### src/sv/ffha_pkg.sv
`timescale 1ns / 1ps
// ----------------------------------------------------------------------------
// ffha_pkg
// Shared types and codes for the first-fit heap allocator.
// ----------------------------------------------------------------------------
package ffha_pkg;

  localparam logic [1:0] OP_ALLOC  = 2'd0;
  localparam logic [1:0] OP_FREE   = 2'd1;
  localparam logic [1:0] OP_RESIZE = 2'd2;

  localparam logic [1:0] ST_OK       = 2'd0;
  localparam logic [1:0] ST_NOMEM    = 2'd1;
  localparam logic [1:0] ST_NOTFOUND = 2'd2;

  localparam logic REG_HEAP_LIMIT   = 1'b0;
  localparam logic REG_HEADER_BYTES = 1'b1;

  localparam int unsigned ALIGN = 8;
  localparam int unsigned HDR_MIN = 8;
  localparam int unsigned HDR_MAX = 64;

  typedef struct packed {
    logic [31:0] start;
    logic [32:0] length;
    logic        is_free;
  } chunk_t;

  // Rounded length, 33 bits so huge requests cannot wrap.
  function automatic logic [32:0] round_size(input logic [31:0] req);
    logic [32:0] r;
    r = ({1'b0, req} + 33'd7) & ~33'd7;
    if (r < 33'd8) r = 33'd8;
    return r;
  endfunction

endpackage

### src/sv/first_fit_heap_allocator.sv
`timescale 1ns / 1ps
// ----------------------------------------------------------------------------
// first_fit_heap_allocator
// First-fit allocator over a chunk table held in one synchronous memory.
// ----------------------------------------------------------------------------
// Each scan covers at most chunk_count entries; every entry is read in a read
// state and then checked in a check state.
// A resize that moves the chunk scans twice and writes twice.
// Throughput: one request at a time; the next is taken once the response leaves.
// Reset clears the chunk count and break and sets the heap limit and header size to defaults; table contents need none.
module first_fit_heap_allocator #(
  parameter int MAX_CHUNKS = 64
) (
  input  logic        clk,
  input  logic        rst,
  input  logic        s_tvalid,
  output logic        s_tready,
  input  logic [71:0] s_tdata,   // op[1:0], req_size[33:2], address[65:34], zero pad
  output logic        m_tvalid,
  input  logic        m_tready,
  output logic [71:0] m_tdata,   // result_address[31:0], status[33:32], copy_bytes[65:34]
  input  logic        cfg_we,
  input  logic        cfg_index,
  input  logic [31:0] cfg_data
);

  localparam int IW = $clog2(MAX_CHUNKS);
  localparam int CW = $clog2(MAX_CHUNKS + 1);

  typedef enum logic [3:0] {
    IDLE, FIND_RD, FIND_CHK, ALLOC_RD, ALLOC_CHK, APPEND, FREE_OLD, DONE
  } state_t;

  state_t state;
  ffha_pkg::chunk_t mem [MAX_CHUNKS];
  ffha_pkg::chunk_t rd;
  logic [IW-1:0] raddr, waddr;
  logic          we;
  ffha_pkg::chunk_t wdata;

  logic [31:0] heap_limit;
  logic [6:0]  header_bytes;
  logic [CW-1:0] chunk_count;
  logic [32:0] break_offset;

  logic [1:0]  op;
  logic [31:0] addr;
  logic [32:0] len;
  logic [CW-1:0] idx;
  logic [IW-1:0] old_idx;
  logic [32:0] old_len;
  logic        resize_move;
  logic [31:0] res_addr, copy;
  logic [1:0]  status;
  logic [6:0]  hdr;
  logic [33:0] new_break;

  always_ff @(posedge clk) begin
    if (we) mem[waddr] <= wdata;
    rd <= mem[raddr];
  end

  always_comb begin
    if (header_bytes < 7'(ffha_pkg::HDR_MIN)) hdr = 7'(ffha_pkg::HDR_MIN);
    else if (header_bytes > 7'(ffha_pkg::HDR_MAX)) hdr = 7'(ffha_pkg::HDR_MAX);
    else hdr = header_bytes;
    new_break = {1'b0, break_offset} + 34'(hdr) + {1'b0, len};
  end

  assign raddr = idx[IW-1:0];
  assign s_tready = (state == IDLE) && !m_tvalid;
  assign m_tdata = {6'd0, copy, status, res_addr};

  always_ff @(posedge clk) begin
    if (rst) begin
      state <= IDLE;
      we <= 1'b0;
      m_tvalid <= 1'b0;
      heap_limit <= 32'd1048576;
      header_bytes <= 7'd24;
      chunk_count <= '0;
      break_offset <= '0;
    end else begin
      if (cfg_we) begin
        case (cfg_index)
          ffha_pkg::REG_HEAP_LIMIT:   heap_limit <= cfg_data;
          ffha_pkg::REG_HEADER_BYTES: header_bytes <= cfg_data[6:0];
          default: ;
        endcase
      end
      if (state == DONE) m_tvalid <= 1'b1;
      else if (m_tvalid && m_tready) m_tvalid <= 1'b0;
      case (state)
        IDLE: begin
          we <= 1'b0;
          if (s_tvalid && s_tready) begin
            op <= s_tdata[1:0];
            len <= ffha_pkg::round_size(s_tdata[33:2]);
            addr <= s_tdata[65:34];
            res_addr <= '0;
            copy <= '0;
            status <= ffha_pkg::ST_OK;
            resize_move <= 1'b0;
            idx <= '0;
            if (s_tdata[1:0] == ffha_pkg::OP_ALLOC ||
                (s_tdata[1:0] == ffha_pkg::OP_RESIZE && s_tdata[65:34] == 32'd0))
              state <= ALLOC_RD;
            else if ((s_tdata[1:0] == ffha_pkg::OP_FREE ||
                      s_tdata[1:0] == ffha_pkg::OP_RESIZE) && s_tdata[65:34] != 32'd0)
              state <= FIND_RD;
            else
              state <= DONE;
          end
        end
        FIND_RD: begin
          we <= 1'b0;
          if (idx >= chunk_count) begin
            status <= ffha_pkg::ST_NOTFOUND;
            state <= DONE;
          end else state <= FIND_CHK;
        end
        FIND_CHK: begin
          we <= (rd.start == addr) && (op == ffha_pkg::OP_FREE);
          if (rd.start == addr) begin
            old_idx <= idx[IW-1:0];
            old_len <= rd.length;
            if (op == ffha_pkg::OP_FREE) begin
              waddr <= idx[IW-1:0];
              wdata <= '{start: rd.start, length: rd.length, is_free: 1'b1};
              state <= DONE;
            end else if (rd.length >= len) begin
              res_addr <= addr;
              state <= DONE;
            end else begin
              resize_move <= 1'b1;
              idx <= '0;
              state <= ALLOC_RD;
            end
          end else begin
            idx <= idx + 1'b1;
            state <= FIND_RD;
          end
        end
        ALLOC_RD: begin
          we <= 1'b0;
          if (idx >= chunk_count) state <= APPEND;
          else state <= ALLOC_CHK;
        end
        ALLOC_CHK: begin
          we <= rd.is_free && rd.length >= len;
          if (rd.is_free && rd.length >= len) begin
            waddr <= idx[IW-1:0];
            wdata <= '{start: rd.start, length: rd.length, is_free: 1'b0};
            res_addr <= rd.start;
            state <= resize_move ? FREE_OLD : DONE;
          end else begin
            idx <= idx + 1'b1;
            state <= ALLOC_RD;
          end
        end
        APPEND: begin
          if (chunk_count >= CW'(MAX_CHUNKS) || new_break > {2'b0, heap_limit}) begin
            we <= 1'b0;
            status <= ffha_pkg::ST_NOMEM;
            state <= DONE;
          end else begin
            we <= 1'b1; waddr <= chunk_count[IW-1:0];
            wdata <= '{start: 32'(break_offset + 33'(hdr)), length: len, is_free: 1'b0};
            res_addr <= 32'(break_offset + 33'(hdr));
            chunk_count <= chunk_count + 1'b1;
            break_offset <= new_break[32:0];
            state <= resize_move ? FREE_OLD : DONE;
          end
        end
        FREE_OLD: begin
          we <= 1'b1; waddr <= old_idx;
          wdata <= '{start: addr, length: old_len, is_free: 1'b1};
          copy <= old_len[31:0];
          state <= DONE;
        end
        DONE: begin
          we <= 1'b0;
          state <= IDLE;
        end
        default: begin
          we <= 1'b0;
          state <= IDLE;
        end
      endcase
    end
  end

`ifndef SYNTH
  a_ready_idle: assert property (@(posedge clk) disable iff (rst)
    s_tready |-> state == IDLE) else $error("ready outside idle");
  a_count_bound: assert property (@(posedge clk) disable iff (rst)
    chunk_count <= CW'(MAX_CHUNKS)) else $error("chunk count overflow");
  a_nomem_zero: assert property (@(posedge clk) disable iff (rst)
    m_tvalid && status != ffha_pkg::ST_OK |-> res_addr == 32'd0)
    else $error("failed request carries an address");
  a_break_mono: assert property (@(posedge clk) disable iff (rst)
    !$past(rst) |-> break_offset >= $past(break_offset)) else $error("break shrank");
`endif

endmodule

### config.mk
export PLATFORM = sky130hd
export DESIGN_NAME = first_fit_heap_allocator
export DESIGN_NICKNAME = d
export VERILOG_FILES = /design/src/sv/ffha_pkg.sv /design/src/sv/first_fit_heap_allocator.sv
export SDC_FILE = /design/constraint.sdc
export NUM_CORES = 2
export LEC_CHECK = 0
export BUFFER_PORTS_ARGS = -buffer_cell sky130_fd_sc_hd__buf_2
export CAP_MARGIN = 20
export CORE_MARGIN = 2
export CORE_UTILIZATION = 42
export CTS_CLUSTER_SIZE = 40
export DETAILED_ROUTE_END_ITERATION = 10
export SLEW_MARGIN = 10
export SYNTH_ARGS = -nofsm -noshare
export SYNTH_HDL_FRONTEND = slang
export SYNTH_MEMORY_MAX_BITS = 65536
export SYNTH_SLANG_ARGS = --single-unit
### constraint.sdc
create_clock -name clk -period 9.4 [get_ports clk]
set_clock_uncertainty 0.05 [all_clocks]
set_input_delay 0.47 -clock clk [delete_from_list [all_inputs] [get_ports clk]]
set_output_delay 0.47 -clock clk [all_outputs]
set_load 0.005 [all_outputs]
# Word-level counts from Yosys, hierarchy flattened
# Memories as Yosys holds them, arrays and structs flattened. A register that Yosys moved wholly into a read port is not among the register bits.
# Cells that the tools add are included.
# word_totals
ff_bits,337
ramBits,4224
word_cells,149
mem_count,1
# memory_table
memory,depth,width,read_ports,rd_ports_with_merged_regs,wr,line_no,source
mem,64,66,1,1,1,first_fit_heap_allocator.sv:35,ffha_pkg::chunk_t mem [MAX_CHUNKS];
# op_classes
n_addsub,6
order_cmp,7
eq_ne,24
muxes,53
n_bitwise,3
n_reduce_logical,33
# op_table
op,n
66-bit 2-to-1 mux,4
66-bit one-hot mux with 4 select lines,1
32-bit 2-to-1 mux,6
32-bit one-hot mux with 4 select lines,1
32-bit one-hot mux with 2 select lines,1
7-bit 2-to-1 mux,7
33-bit by 7-bit adder with 34-bit output,1
34-bit by 33-bit adder with 34-bit output,1
34-bit by 32-bit > comparator with 1-bit output,1
"32-bit by 3-bit adder with 33-bit output, second input constant",1
33-bit >= comparator,1
"33-bit by 4-bit less-than comparator with 1-bit output, second input constant",1
32-bit by 7-bit adder with 32-bit output,1
32-bit equality test,1
32-bit logical NOT,1
32-bit nonzero test,1
4-bit one-hot mux with 7 select lines,1
6-bit 2-to-1 mux,4
6-bit one-hot mux with 4 select lines,1
7-bit one-hot mux with 3 select lines,1
"2-bit != test, second input constant",10
3-bit 2-to-1 mux,6
6-bit AND reduction,3
"4-bit by 3-bit equality test with 1-bit output, second input constant",4
other kinds (30),66

# Logic depth before layout (Yosys ltp)
# depth
word_depth,9
depth_mapped,26

# Worst setup path after synthesis
# No wires, ideal clock.
# synth_path
path_kind,register to register
start,register header_bytes[3]
end,register waddr[0] (enable)
setup_time_ps,545
arrival_time_ps,8470
setup_slack_ps,335
stages_incl_launch_ff,25
path_buffers,1
period_less_slack_ps,9065
path_cell_list,dfxtp_1 > nor3_1 > nor2_1 > and2_1 > ha_1 > ha_1 > inv_1 > fa_1 > nand2b_1 > a21oi_1 > a221oi_2 > a211oi_1 > o21ai_0 > a21oi_1 > or3_1 > and2_1 > ha_1 > nand4_1 > or3_1 > o211ai_1 > o2111ai_1 > nor3_1 > buf_2 > nand3_1 > a31oi_1
# synth_via
elab_chain_cells,9
elab_cells_between_ends,10
# synth_rtl
element,line_no,source
from (decl),first_fit_heap_allocator.sv:42,logic [6:0] header_bytes;
from (signal assigned),first_fit_heap_allocator.sv:87,ffha_pkg::REG_HEADER_BYTES: header_bytes <= cfg_data[6:0];
7-bit > comparator,first_fit_heap_allocator.sv:65,else if (header_bytes > 7'(ffha_pkg::HDR_MAX)) hdr = 7'(ffha_pkg::HDR_MAX);
7-bit 2-to-1 mux,first_fit_heap_allocator.sv:65,
7-bit 2-to-1 mux (*),first_fit_heap_allocator.sv:64,if (header_bytes < 7'(ffha_pkg::HDR_MIN)) hdr = 7'(ffha_pkg::HDR_MIN);
33-bit by 7-bit adder with 34-bit output (*),first_fit_heap_allocator.sv:67,"new_break = {1'b0, break_offset} + 34'(hdr) + {1'b0, len};"
34-bit by 33-bit adder with 34-bit output (*),first_fit_heap_allocator.sv:67,
via new_break[31],first_fit_heap_allocator.sv:56,logic [33:0] new_break;
34-bit by 32-bit > comparator with 1-bit output (*),first_fit_heap_allocator.sv:162,"if (chunk_count >= CW'(MAX_CHUNKS) || new_break > {2'b0, heap_limit}) begin"
1-bit logical OR (*),first_fit_heap_allocator.sv:162,
2-bit != test (no line) (*),-,
6-bit AND reduction (no line) (*),-,
to (signal assigned),first_fit_heap_allocator.sv:128,waddr <= idx[IW-1:0];
to (signal assigned),first_fit_heap_allocator.sv:152,waddr <= idx[IW-1:0];
to (decl),first_fit_heap_allocator.sv:37,"logic [IW-1:0] raddr, waddr;"
# The timed path passes the listed nets; every way through them passes the cells marked *.
# A chain may end at the register's enable or synchronous reset.

# Final worst setup path
# layout_path
start,register header_bytes[4]
end,register wdata[43] in the netlist's numbering (enable)
# layout_via
elab_chain_cells,9
elab_cells_between_ends,10
# layout_rtl
element,line_no,source
7-bit > comparator,first_fit_heap_allocator.sv:65,
7-bit 2-to-1 mux,first_fit_heap_allocator.sv:65,
7-bit 2-to-1 mux (*),first_fit_heap_allocator.sv:64,
33-bit by 7-bit adder with 34-bit output (*),first_fit_heap_allocator.sv:67,
34-bit by 33-bit adder with 34-bit output (*),first_fit_heap_allocator.sv:67,
via new_break[31],first_fit_heap_allocator.sv:56,
34-bit by 32-bit > comparator with 1-bit output (*),first_fit_heap_allocator.sv:162,
1-bit logical OR (*),first_fit_heap_allocator.sv:162,
2-bit != test (no line) (*),-,
6-bit AND reduction (no line) (*),-,
to (signal assigned),first_fit_heap_allocator.sv:153,"wdata <= '{start: rd.start, length: rd.length, is_free: 1'b0};"
to (signal assigned),first_fit_heap_allocator.sv:168,"wdata <= '{start: 32'(break_offset + 33'(hdr)), length: len, is_free: 1'b0};"
to (signal assigned),first_fit_heap_allocator.sv:177,"wdata <= '{start: addr, length: old_len, is_free: 1'b1};"
to (decl),first_fit_heap_allocator.sv:39,ffha_pkg::chunk_t wdata;
# Marked as above.

==> reports/metrics.csv <==
stage,metric,value,unit
run_status,outcome,completed,
critical_path,cpMaxStageDelayCell,a221oi_2,
yosys,synth_top_family_by_area,multiplexers,
cells_and_area,final_nets,8894,
worst_hold_path,worstHoldEndpoint,heap_limit[26],
critical_path,cp-start-kind,flop,
clocking,clock_sinks,4623,
clocking,cts_buffers,456,
drt,num_vias,90800,
critical_path,worstSetupEndpointType,flop,
job,cap_viol_max_count,0,
global_route,grt_max_degree,136,
pwr,irDropWorstVdd,0.235,mV
placement,hpwlAfterDp,315000,um
timing,setup_violations,0,
drt,drt_iter0_drc,13700,
floorplanning,die-height,659,um
critical_path,worst-r2r-setup-slack,2270,ps
yosys,synth_area,0.180,mm^2
yosys,synth_edf_count,4473,
yosys,synth_cells,8016,
drt,post_drt_via_cell_ratio,6.15,
timing,timing.final.crit_share,0.759,
yosys,synthFlopType,edfxtp_1,
cells_and_area,fin_area,0.206,mm^2
clocking,root_buffer,clkbuf_16,
floorplanning,die-area,0.435,mm^2
floorplanning,ios,184,
drt,drtAntennaViolNets,0,
yosys,synth_top_area_frac,0.745,
yosys,synthArstFlopShare,0,
placement,routabilityCongestion,1.01,
worst_hold_path,min_path_cells,4,
floorplanning,coreArea,0.427,mm^2
drt,wl,547000,um
yosys,synth.avg_cell_area,22.5,um^2
global_route,grt_antenna_before_repair,86,
global_route,overflow,0,
timing,max_freq,140,MHz
yosys,synthSimpleGateAreaFrac,0.0185,
worst_hold_path,worstHoldStart,cfg_data[26],
critical_path,r2r-end,wdata[43],
critical_path,path_buf_inv,4,
timing,slew_headroom,0.175,
timing,worst_slew_pin_slew,1240,ps
timing,tns,0,ps
placement,port_buffers,171,
timing,drv_slew,0,
cells_and_area,utilization,0.482,
critical_path,critical_path_arrival,7680,ps
floorplanning,rows,240,
placement,dp.cells,13700,
yosys,synth_top_area_cell,edfxtp_1,
yosys,synth_compound_area_frac,0.0179,
cells_and_area,final_cell_mix,"4473 x edfxtp_1, 1386 x mux4_2, 458 x clkbuf_16",
critical_path,crit_path_frequent_cell,nor2_1,
yosys,ys_seq_area_frac,0.761,
yosys,synth-xor-area-share,0.00520,
critical_path,slowest_delay,670,ps
yosys,synth_seq_cells,4623,
drt,wl_per_cell,37.1,um
global_route,grt_pass1_vias,89600,
clocking,cts.clk_slew.worst_paths,60,ps
critical_path,crit_family,simple AND/OR/NAND/NOR gates,
pwr,power_density,265,mW/mm^2
floorplanning,die_x,659,um
critical_path,crit_required,9950,ps
cells_and_area,final_cells,14700,
drt,dr.pass1.iters,6,
drt,drc,0,
yosys,synth_fa_ha_area_frac,0.0104,
floorplanning,start_util,0.422,
clocking,h-tree-depth,5,
critical_path,critPathKind,reg -> reg,
cells_and_area,area_growth,14.1,%
clocking,clockBufferDepth,4,
clocking,clock_insertion_delay_worst_skew,1000,ps
cells_and_area,drive_gt1_frac,0.288,
clocking,postCtsSetupBuffers,0,
timing,min_period,7130,ps
timing,rsz0062_at_grt,false,
critical_path,r2r_cells,25,
global_route,grtUsageTotal,0.249,
pwr,leakage,0.0643,uW
worst_hold_path,hp-class,in -> reg,
clocking,cts_tree,yes,
placement,dpl_cell_area,0.190,mm^2
timing,hold_viol_final,0,
yosys,yosys-top-cells-area,"edfxtp_1 74%, mux4_2 17%, dfxtp_1 1.7%",
critical_path,r2r_start,header_bytes[4],
critical_path,cp_max_fo,43,
cells_and_area,layout_commonest_cell,edfxtp_1,
yosys,ys_types,72,
yosys,yosys_warnings,0,
yosys,muxShareOfSynthArea,0.174,
global_route,grt_pass1_wl,746000,um
how the worst max path moves through the flow:
| stage | startpoint | endpoint | slack [ps] | cells past startpoint |
|---|---|---|---|---|
| after global routing | header_bytes[4] | wdata[43] | 1850 | 24 |
| final | header_bytes[4] | wdata[43] | 2270 | 25 |
| after floorplan | header_bytes[3] | waddr[0] | 340 | 24 |
| after detailed placement | header_bytes[4] | wdata[40] | 2430 | 24 |
| after global placement | header_bytes[4] | wdata[38] | 2280 | 24 |
| after CTS | header_bytes[4] | break_offset[31] | 2380 | 24 |
routing by layer:
layer | wire [um] | track usage | vias to the layer above | share of wire
met5 | 48 | 0 | - | 0.000088
met4 | 29300 | 0.115 | 8 | 0.054
met3 | 49200 | 0.0426 | 956 | 0.090
met2 | 263000 | 0.401 | 4957 | 0.48
met1 | 206000 | 0.334 | 49400 | 0.38
li1 | - | - | 35400 | -
registers in the layout, indices dropped and copies added (netlist names), 32 cells and up:
name	cells
addr	32
break_offset	33
copy	32
heap_limit	32
mem	4224
old_len	33
rd	66
res_addr	32
wdata	66
through the flow:
stage	hold slack (ps)	worst slack, ps	total power, uW
after floorplan	381	335	32600
after global placement	397	2280	36600
after detailed placement	399	2430	36700
after global routing	206	1850	56100
final	229	2270	54500
after CTS	148	2380	54800
timing repair:
action	in CTS	in global routing
hold buffers	123	0
endpoints found under the setup margin	0	0
gates resized for setup	0	0
hold endpoints to repair	114	0
worst reg2reg max path, stage by stage (launching register included):
cell       delay (ps)
dfxtp_1           370
nor2_1            140
nor2_1             60
nor2_1            210
inv_1              90
fa_1              490
inv_1              40
ha_1              340
nand2b_1          130
a21oi_1           130
a221oi_2          670
a211oi_1          220
o21ai_0           200
a21oi_1           100
or3_1             330
and2_1            200
ha_1              330
nand4_1            90
or3_1             410
o211ai_1          190
o2111ai_1         160
nor3_2            240
buf_4             320
nand3_1           280
a31oi_4           280
buf_4             580
cell families (layout without fill, tap and decap cells):
| logic type | Yosys count | in the layout |
|---|---|---|
| flops | 4623 | 4623 |
| compound gates | 504 | 504 |
| mux | 1400 | 1400 |
| fa+ha+maj | 146 | 146 |
| buf+inv | 551 | 1555 |
| other cells | 1 | 42 |
| xor+xnor | 107 | 107 |
| simple gates | 684 | 684 |
final cells by class:
cell class	instances	area [um^2]
diodes	36	90.1
clock buffers	564	12100
clock inverters	281	2790
fillers	34200	221000
inverters	125	470
multi-input cells	2847	41400
flip-flops and latches	4623	137000
well taps	5687	7120
repair buffers	585	4630
where the power goes:
part	switching (uW)	internal (uW)
registers	659	23700
clock network	7930	10300
logic	6450	5480
synthesized netlist by cell type, drive strengths merged (5+ instances only):
cell type  instances
mux2               6
nor2b             14
fa                 7
xnor2             81
a31oi              8
a221o             17
ha               139
o21ai             73
and4               5
o311ai             5
a21oi            177
o22ai             43
o31ai             29
edfxtp          4473
mux4            1386
a22o               9
and3              54
nand2b            12
o211ai            15
a211oi            16
a22oi             14
buf              184
o311a              7
nand2            165
mux2i              8
or4                5
o21a               5
nand3             62
nor2             188
inv              122
clkbuf           242
nor4              31
or3               15
a21o              35
and2               8
dfxtp            150
a221oi             7
a211o              7
a21boi             5
nand4             70
xor2              26
nor3              38
(Power assumes the default switching activity.)
